## config.mk

```make
export PLATFORM = sky130hd
export DESIGN_NAME = rgb_to_hsv_conversion_unit
export DESIGN_NICKNAME = d
export VERILOG_FILES = /design/src/design/rgb_hsv_pkg.sv /design/src/design/rgb_hsv_sort.sv /design/src/design/rgb_hsv_setup.sv /design/src/design/rgb_hsv_div_stage.sv /design/src/design/rgb_hsv_to_hsv_top_placeholder.sv /design/src/design/rgb_to_hsv_conversion_unit.sv
export SDC_FILE = /design/constraint.sdc
export NUM_CORES = 1
export LEC_CHECK = 0
export BUFFER_PORTS_ARGS = -buffer_cell sky130_fd_sc_hd__buf_2
export CORE_MARGIN = 8
export CORE_UTILIZATION = 35
export DETAILED_ROUTE_END_ITERATION = 12
export HOLD_SLACK_MARGIN = 0.12
export PLACE_DENSITY = 0.55
export RECOVER_POWER = 50
export SETUP_SLACK_MARGIN = 0.2
export SLEW_MARGIN = 20
export SYNTH_ARGS = -nofsm -noshare
export SYNTH_HDL_FRONTEND = slang
export SYNTH_HIERARCHICAL = 1
export SYNTH_SLANG_ARGS = --single-unit
```

## constraint.sdc

```tcl
create_clock -name clock -period 15.7 [get_ports clock]
set_input_delay 1.57 -clock clock [delete_from_list [all_inputs] [get_ports clock]]
set_output_delay 1.57 -clock clock [all_outputs]
set_load 0.01 [all_outputs]
```

## src/design/rgb_hsv_pkg.sv

```systemverilog
// ----------------------------------------------------------------------------
// RGB to HSV package
// Shared types, codes and the restoring-division step of the converter.
// ----------------------------------------------------------------------------
package rgb_hsv_pkg;

   localparam int COMP_W              = 8;
   localparam int QUOT_W              = 16;
   localparam int DIV6_W              = 11;  // six times an 8-bit difference
   localparam int DIV_STEPS_PER_STAGE = 4;
   localparam int DIV_STAGES          = QUOT_W / DIV_STEPS_PER_STAGE;

   typedef enum logic [1:0] {
      SECTOR_RED   = 2'd0,
      SECTOR_GREEN = 2'd1,
      SECTOR_BLUE  = 2'd2
   } sector_type;

   // output of the sort stage
   typedef struct packed {
      logic [COMP_W-1:0] hi;
      logic [COMP_W-1:0] lo;
      sector_type        sector;
      logic signed [COMP_W:0] diff;
   } sort_type;

   // running state of both divisions; the work words hold the dividend bits
   // not yet consumed in their top and the quotient bits already found below
   typedef struct packed {
      logic [COMP_W-1:0] hi;
      logic [DIV6_W-1:0] d6;
      logic [COMP_W-1:0] sat_rem;
      logic [QUOT_W-1:0] sat_work;
      logic [DIV6_W-1:0] hue_rem;
      logic [QUOT_W-1:0] hue_work;
   } div_type;

   // one restoring step of each division
   function automatic div_type div_step(input div_type d);
      div_type            r;
      logic [COMP_W:0]    sat_t;
      logic [DIV6_W:0]    hue_t;
      logic [COMP_W:0]    sat_diff;
      logic [DIV6_W:0]    hue_diff;
      r        = d;
      sat_t    = {d.sat_rem, d.sat_work[QUOT_W-1]};
      hue_t    = {d.hue_rem, d.hue_work[QUOT_W-1]};
      sat_diff = sat_t - {1'b0, d.hi};
      hue_diff = hue_t - {1'b0, d.d6};
      if (sat_t >= {1'b0, d.hi}) begin
         r.sat_rem  = sat_diff[COMP_W-1:0];
         r.sat_work = {d.sat_work[QUOT_W-2:0], 1'b1};
      end else begin
         r.sat_rem  = sat_t[COMP_W-1:0];
         r.sat_work = {d.sat_work[QUOT_W-2:0], 1'b0};
      end
      if (hue_t >= {1'b0, d.d6}) begin
         r.hue_rem  = hue_diff[DIV6_W-1:0];
         r.hue_work = {d.hue_work[QUOT_W-2:0], 1'b1};
      end else begin
         r.hue_rem  = hue_t[DIV6_W-1:0];
         r.hue_work = {d.hue_work[QUOT_W-2:0], 1'b0};
      end
      return r;
   endfunction

endpackage

```

## src/design/rgb_hsv_sort.sv

```systemverilog
// ----------------------------------------------------------------------------
// RGB to HSV sort stage
// Find largest and smallest component, the hue sector and its difference.
// ----------------------------------------------------------------------------
module rgb_hsv_sort
   import rgb_hsv_pkg::*;
(
   input  logic              clock,
   input  logic              reset,
   input  logic              in_valid,
   output logic              in_ready,
   input  logic [COMP_W-1:0] red,
   input  logic [COMP_W-1:0] green,
   input  logic [COMP_W-1:0] blue,
   output logic              out_valid,
   input  logic              out_ready,
   output sort_type          out_data
);

   logic     valid_ff;
   sort_type data_ff;
   sort_type data_in;
   logic [COMP_W-1:0] lo_rg;

   assign in_ready = !valid_ff || out_ready;

   always_comb begin
      lo_rg = (green < red) ? green : red;
      data_in.lo = (blue < lo_rg) ? blue : lo_rg;
      // ties go to red, then green
      if (red >= green && red >= blue) begin
         data_in.hi     = red;
         data_in.sector = SECTOR_RED;
         data_in.diff   = $signed({1'b0, green}) - $signed({1'b0, blue});
      end else if (green >= blue) begin
         data_in.hi     = green;
         data_in.sector = SECTOR_GREEN;
         data_in.diff   = $signed({1'b0, blue}) - $signed({1'b0, red});
      end else begin
         data_in.hi     = blue;
         data_in.sector = SECTOR_BLUE;
         data_in.diff   = $signed({1'b0, red}) - $signed({1'b0, green});
      end
   end

   always_ff @(posedge clock) begin
      if (reset) begin
         valid_ff <= 1'b0;
      end else if (in_ready) begin
         valid_ff <= in_valid;
      end
   end

   always_ff @(posedge clock) begin
      if (in_ready && in_valid) begin
         data_ff <= data_in;
      end
   end

   assign out_valid = valid_ff;
   assign out_data  = data_ff;

endmodule

```

## src/design/rgb_hsv_setup.sv

```systemverilog
// ----------------------------------------------------------------------------
// RGB to HSV setup stage
// Form the spread, the hue numerator and the initial state of both divisions.
// ----------------------------------------------------------------------------
module rgb_hsv_setup
   import rgb_hsv_pkg::*;
(
   input  logic     clock,
   input  logic     reset,
   input  logic     in_valid,
   output logic     in_ready,
   input  sort_type in_data,
   output logic     out_valid,
   input  logic     out_ready,
   output div_type  out_data
);

   localparam int NUM_W = DIV6_W + 1;
   localparam int SATX_W = COMP_W + QUOT_W;

   logic              valid_ff;
   div_type           data_ff;
   div_type           data_in;
   logic [COMP_W-1:0] delta;
   logic [DIV6_W-1:0] d6;
   logic [DIV6_W-1:0] base;
   logic signed [NUM_W-1:0] num_raw;
   logic signed [NUM_W-1:0] num;
   logic [SATX_W-1:0] sat_x;

   assign in_ready = !valid_ff || out_ready;

   always_comb begin
      delta = in_data.hi - in_data.lo;
      d6    = {1'b0, delta, 2'b00} + {2'b00, delta, 1'b0};
      case (in_data.sector)
         SECTOR_GREEN: base = {2'b00, delta, 1'b0};
         SECTOR_BLUE:  base = {1'b0, delta, 2'b00};
         default:      base = '0;
      endcase
      num_raw = $signed({1'b0, base}) + NUM_W'(in_data.diff);
      // wrap a negative position by a full turn
      if (num_raw < 0) begin
         num = num_raw + $signed({1'b0, d6});
      end else begin
         num = num_raw;
      end
      // delta * 65535 as delta * 65536 - delta
      sat_x = {delta, {QUOT_W{1'b0}}} - SATX_W'(delta);

      data_in.hi       = in_data.hi;
      data_in.d6       = d6;
      data_in.sat_rem  = sat_x[SATX_W-1:QUOT_W];
      data_in.sat_work = sat_x[QUOT_W-1:0];
      data_in.hue_rem  = num[DIV6_W-1:0];
      data_in.hue_work = '0;
   end

   always_ff @(posedge clock) begin
      if (reset) begin
         valid_ff <= 1'b0;
      end else if (in_ready) begin
         valid_ff <= in_valid;
      end
   end

   always_ff @(posedge clock) begin
      if (in_ready && in_valid) begin
         data_ff <= data_in;
      end
   end

   assign out_valid = valid_ff;
   assign out_data  = data_ff;

endmodule

```

## src/design/rgb_hsv_div_stage.sv

```systemverilog
// ----------------------------------------------------------------------------
// RGB to HSV division stage
// Advance the saturation and hue divisions by four quotient bits.
// ----------------------------------------------------------------------------
module rgb_hsv_div_stage
   import rgb_hsv_pkg::*;
(
   input  logic    clock,
   input  logic    reset,
   input  logic    in_valid,
   output logic    in_ready,
   input  div_type in_data,
   output logic    out_valid,
   input  logic    out_ready,
   output div_type out_data
);

   logic    valid_ff;
   div_type data_ff;
   div_type data_in;

   assign in_ready = !valid_ff || out_ready;

   always_comb begin
      data_in = in_data;
      for (int i = 0; i < DIV_STEPS_PER_STAGE; i++) begin
         data_in = div_step(data_in);
      end
   end

   always_ff @(posedge clock) begin
      if (reset) begin
         valid_ff <= 1'b0;
      end else if (in_ready) begin
         valid_ff <= in_valid;
      end
   end

   always_ff @(posedge clock) begin
      if (in_ready && in_valid) begin
         data_ff <= data_in;
      end
   end

   assign out_valid = valid_ff;
   assign out_data  = data_ff;

endmodule

```

## src/design/rgb_hsv_to_hsv_top_placeholder.sv

```systemverilog
// ----------------------------------------------------------------------------
// RGB to HSV output stage
// Zero hue for grey and black pixels, zero saturation for black, and hold
// the finished item for the result channel.
// ----------------------------------------------------------------------------
module rgb_hsv_to_hsv_top_placeholder
   import rgb_hsv_pkg::*;
(
   input  logic              clock,
   input  logic              reset,
   input  logic              in_valid,
   output logic              in_ready,
   input  div_type           in_data,
   output logic              out_valid,
   input  logic              out_ready,
   output logic [QUOT_W-1:0] hue,
   output logic [QUOT_W-1:0] saturation,
   output logic [COMP_W-1:0] brightness
);

   logic              valid_ff;
   logic [QUOT_W-1:0] hue_ff;
   logic [QUOT_W-1:0] hue_in;
   logic [QUOT_W-1:0] sat_ff;
   logic [QUOT_W-1:0] sat_in;
   logic [COMP_W-1:0] bright_ff;

   assign in_ready = !valid_ff || out_ready;

   always_comb begin
      hue_in = (in_data.d6 == '0) ? '0 : in_data.hue_work;
      sat_in = (in_data.hi == '0) ? '0 : in_data.sat_work;
   end

   always_ff @(posedge clock) begin
      if (reset) begin
         valid_ff <= 1'b0;
      end else if (in_ready) begin
         valid_ff <= in_valid;
      end
   end

   always_ff @(posedge clock) begin
      if (in_ready && in_valid) begin
         hue_ff    <= hue_in;
         sat_ff    <= sat_in;
         bright_ff <= in_data.hi;
      end
   end

   assign out_valid  = valid_ff;
   assign hue        = hue_ff;
   assign saturation = sat_ff;
   assign brightness = bright_ff;

endmodule

```

## src/design/rgb_to_hsv_conversion_unit.sv

```systemverilog
// Throughput: one item per cycle while rsp_tready is high; the pipeline is one sort stage, one
// setup stage, four division stages of four restoring steps each and one output register.
// Each stage holds its own valid bit, so an item is accepted whenever a bubble lies ahead.
// Reset (synchronous, active high) clears every valid bit; the data registers are not reset.
// ----------------------------------------------------------------------------
// RGB to HSV conversion unit
// Pipelined pixel converter: brightness, saturation and Q0.16 hue per pixel.
// ----------------------------------------------------------------------------
module rgb_to_hsv_conversion_unit
   import rgb_hsv_pkg::*;
(
   input  logic        clock,
   input  logic        reset,
   input  logic        req_tvalid,
   output logic        req_tready,
   input  logic [23:0] req_tdata,   // red [7:0], green [15:8], blue [23:16]
   output logic        rsp_tvalid,
   input  logic        rsp_tready,
   output logic [39:0] rsp_tdata    // hue [15:0], saturation [31:16], brightness [39:32]
);

   // sort stage to setup stage
   logic     sort_valid;
   logic     sort_ready;
   sort_type sort_data;

   // division chain: index 0 is the setup stage output, the last the final quotient
   logic    div_valid [DIV_STAGES+1];
   logic    div_ready [DIV_STAGES+1];
   div_type div_data  [DIV_STAGES+1];

   logic [QUOT_W-1:0] hue;
   logic [QUOT_W-1:0] saturation;
   logic [COMP_W-1:0] brightness;

   // stage 1: max, min and hue sector
   rgb_hsv_sort u_sort (
      .clock     (clock),
      .reset     (reset),
      .in_valid  (req_tvalid),
      .in_ready  (req_tready),
      .red       (req_tdata[7:0]),
      .green     (req_tdata[15:8]),
      .blue      (req_tdata[23:16]),
      .out_valid (sort_valid),
      .out_ready (sort_ready),
      .out_data  (sort_data)
   );

   // stage 2: spread, wrapped hue numerator and dividends
   rgb_hsv_setup u_setup (
      .clock     (clock),
      .reset     (reset),
      .in_valid  (sort_valid),
      .in_ready  (sort_ready),
      .in_data   (sort_data),
      .out_valid (div_valid[0]),
      .out_ready (div_ready[0]),
      .out_data  (div_data[0])
   );

   // stages 3 to 6: both divisions advance side by side, four bits a stage
   for (genvar s = 0; s < DIV_STAGES; s++) begin : g_div
      rgb_hsv_div_stage u_div (
         .clock     (clock),
         .reset     (reset),
         .in_valid  (div_valid[s]),
         .in_ready  (div_ready[s]),
         .in_data   (div_data[s]),
         .out_valid (div_valid[s+1]),
         .out_ready (div_ready[s+1]),
         .out_data  (div_data[s+1])
      );
   end

   // stage 7: drop the meaningless quotients of grey and black pixels, hold the item
   rgb_hsv_to_hsv_top_placeholder u_out (
      .clock      (clock),
      .reset      (reset),
      .in_valid   (div_valid[DIV_STAGES]),
      .in_ready   (div_ready[DIV_STAGES]),
      .in_data    (div_data[DIV_STAGES]),
      .out_valid  (rsp_tvalid),
      .out_ready  (rsp_tready),
      .hue        (hue),
      .saturation (saturation),
      .brightness (brightness)
   );

   assign rsp_tdata = {brightness, saturation, hue};

endmodule

```

==> results.cfg <==
[global_routing]
grt_pass1_vias = 24000
antenna_found_initial = 1
overflow = 0
grt_max_degree = 71
grt_pass1_wl_mm = 128
track_usage = 0.149

[drt]
drt-vias-per-instance = 5.26
drc = 0
drt_iter0_markers = 1478
drtPass1Iterations = 5
vias = 24400
detail-route-antenna-nets = 0
routed_wl_mm = 79.3
post_drt_wl_per_cell_um = 17.1

[setup_path]
cp-end-kind = register
crit_required_ps = 16040
r2r_cells = 36
critPathMaxStageDelay_ps = 570
cp_slowest_cell = o21ai_0
r2r_end = g_div[0].u_div/out_data[18]
cp_max_fo = 17
reg2reg_slack_ps = 5770
cpMostUsedCell = o21ai_0
r2r-start = u_setup/out_data[57]
cp.arrival_ps = 10270
critPathLaunchType = register
path_class = register to register

[hold_path]
hold_path_depth = 0
hold_start = g_div[0].u_div/out_data[31]
hp-class = register to register
holdPathEnd = g_div[1].u_div/out_data[35]

[sta]
skew_ps = 26.4
relSlewSlack = -2.27
post-route-period-util = 0.632
hold_viol_final = 0
setup_slack_ps = 5770
min_period_ps = 9930
tightestPinTransition_ps = 4900
setup_viol = 0
whs_ps = 414
slew_violations = 164
fmax_mhz = 101
tns_ps = 0
rsz0062_at_grt = no

[clock_tree]
cts.sinks = 385
htreeDepth = 2
numCtsBuffers = 46
cts_tree = done
cts_setup_buffers = 0
ctsResizeCount = 0
cts_hold_buf = 0
cts-root-buf = clkbuf_16
clk_pin_slew_ps = 60
cts_buffer_depth = 3
insertion_delay_ps = 610

[placement]
port_buffers = 69
hpwlAfterDp_mm = 62.6
pre_cts_slack_ps = 6020
gp_congestion = 0.862

[die]
io_pins = 70
coreArea_mm2 = 0.0935
dieArea_mm2 = 0.104
start_util = 0.353
die_w_um = 323
dieHeight_um = 323
row_count = 112

[synth]
synth_area_mm2 = 0.0330
synthCells = 3278
syn_area_per_cell_um2 = 10.1
ys_warn_count = 6

[final_layout]
fillers = 9317
area_delta_synth_final_pct = 9.24
mostFrequentLayoutCell = edfxtp_1
layout.nets = 3778
n_antenna_cell = 0
layout_common_cells = 378 x edfxtp_1, 373 x ha_1, 307 x inv_1
drive_above_1_share = 0.0954

[status]
violations = max-capacitance violations, max-slew violations
outcome = finished, violations left

[job]
max_cap_violations = 4
==> worst max-delay path by stage <==
stage | start | end | slack (ps) | depth (start not counted)
detailed placement | u_setup/out_data[57] | g_div[0].u_div/out_data[18] | 6020 | 36
global route | u_setup/out_data[27] | g_div[0].u_div/out_data[26] | 4940 | 34
global placement | u_setup/out_data[63] | g_div[0].u_div/out_data[47] | 5950 | 34
CTS | u_setup/out_data[57] | g_div[0].u_div/out_data[18] | 5950 | 36
floorplan | u_setup/out_data[63] | g_div[0].u_div/out_data[45] | 7360 | 37
finish | u_setup/out_data[57] | g_div[0].u_div/out_data[18] | 5770 | 36
==> stage by stage <==
| stage | instance area [um^2] | util | cells |
|---|---|---|---|
| after floorplan | 33100 | - | 3294 |
| after global placement | 34500 | 0.370 | 4543 |
| after detailed placement | 34500 | 0.370 | 4543 |
| after CTS | 36200 | 0.387 | 4629 |
| after global routing | 36100 | 0.386 | 4631 |
| final | 36100 | 0.386 | 4631 |
==> critical path: cells and delay by family (launching register included) <==
family                     cells  cell delay, ps
adders and majority gates      4            1580
DFF                            1             380
buffers and inverters          3             630
and+or+nand+nor                8            1940
muxes                          1             400
AOI/OAI and AO/OA             20            4740
==> sequential cells by signal, summed over array words and instances, names as in the netlist <==
signal,cells
g_div.u_div/out_data,261
u_setup/out_data,50
u_sort/out_data,27
u_out/hue,16
u_out/saturation,16
u_out/brightness,8
g_div.u_div/out_valid,4
u_out/out_valid,1
u_setup/out_valid,1
u_sort/out_valid,1
==> final cells by class <==
type                    instances  area [um^2]  area share
well taps                    1254         1570      0.0435
clock buffers                  51         1170      0.0324
flip-flops and latches        385        11500       0.319
inverters                     311         1170      0.0324
multi-input cells            2515        19800       0.550
repair buffers                 80          373      0.0103
clock inverters                35          458      0.0127
==> layer usage <==
metal,vias up,GRT usage,part of all wire
met5,-,0,0
met4,0,0.0411,0.026
met3,95,0.0190,0.034
met2,414,0.250,0.46
met1,11500,0.202,0.49
li1,12300,-,-
Power is not shown: default switching activity piles up to over one toggle a cycle in this logic, so the estimate is an artifact.
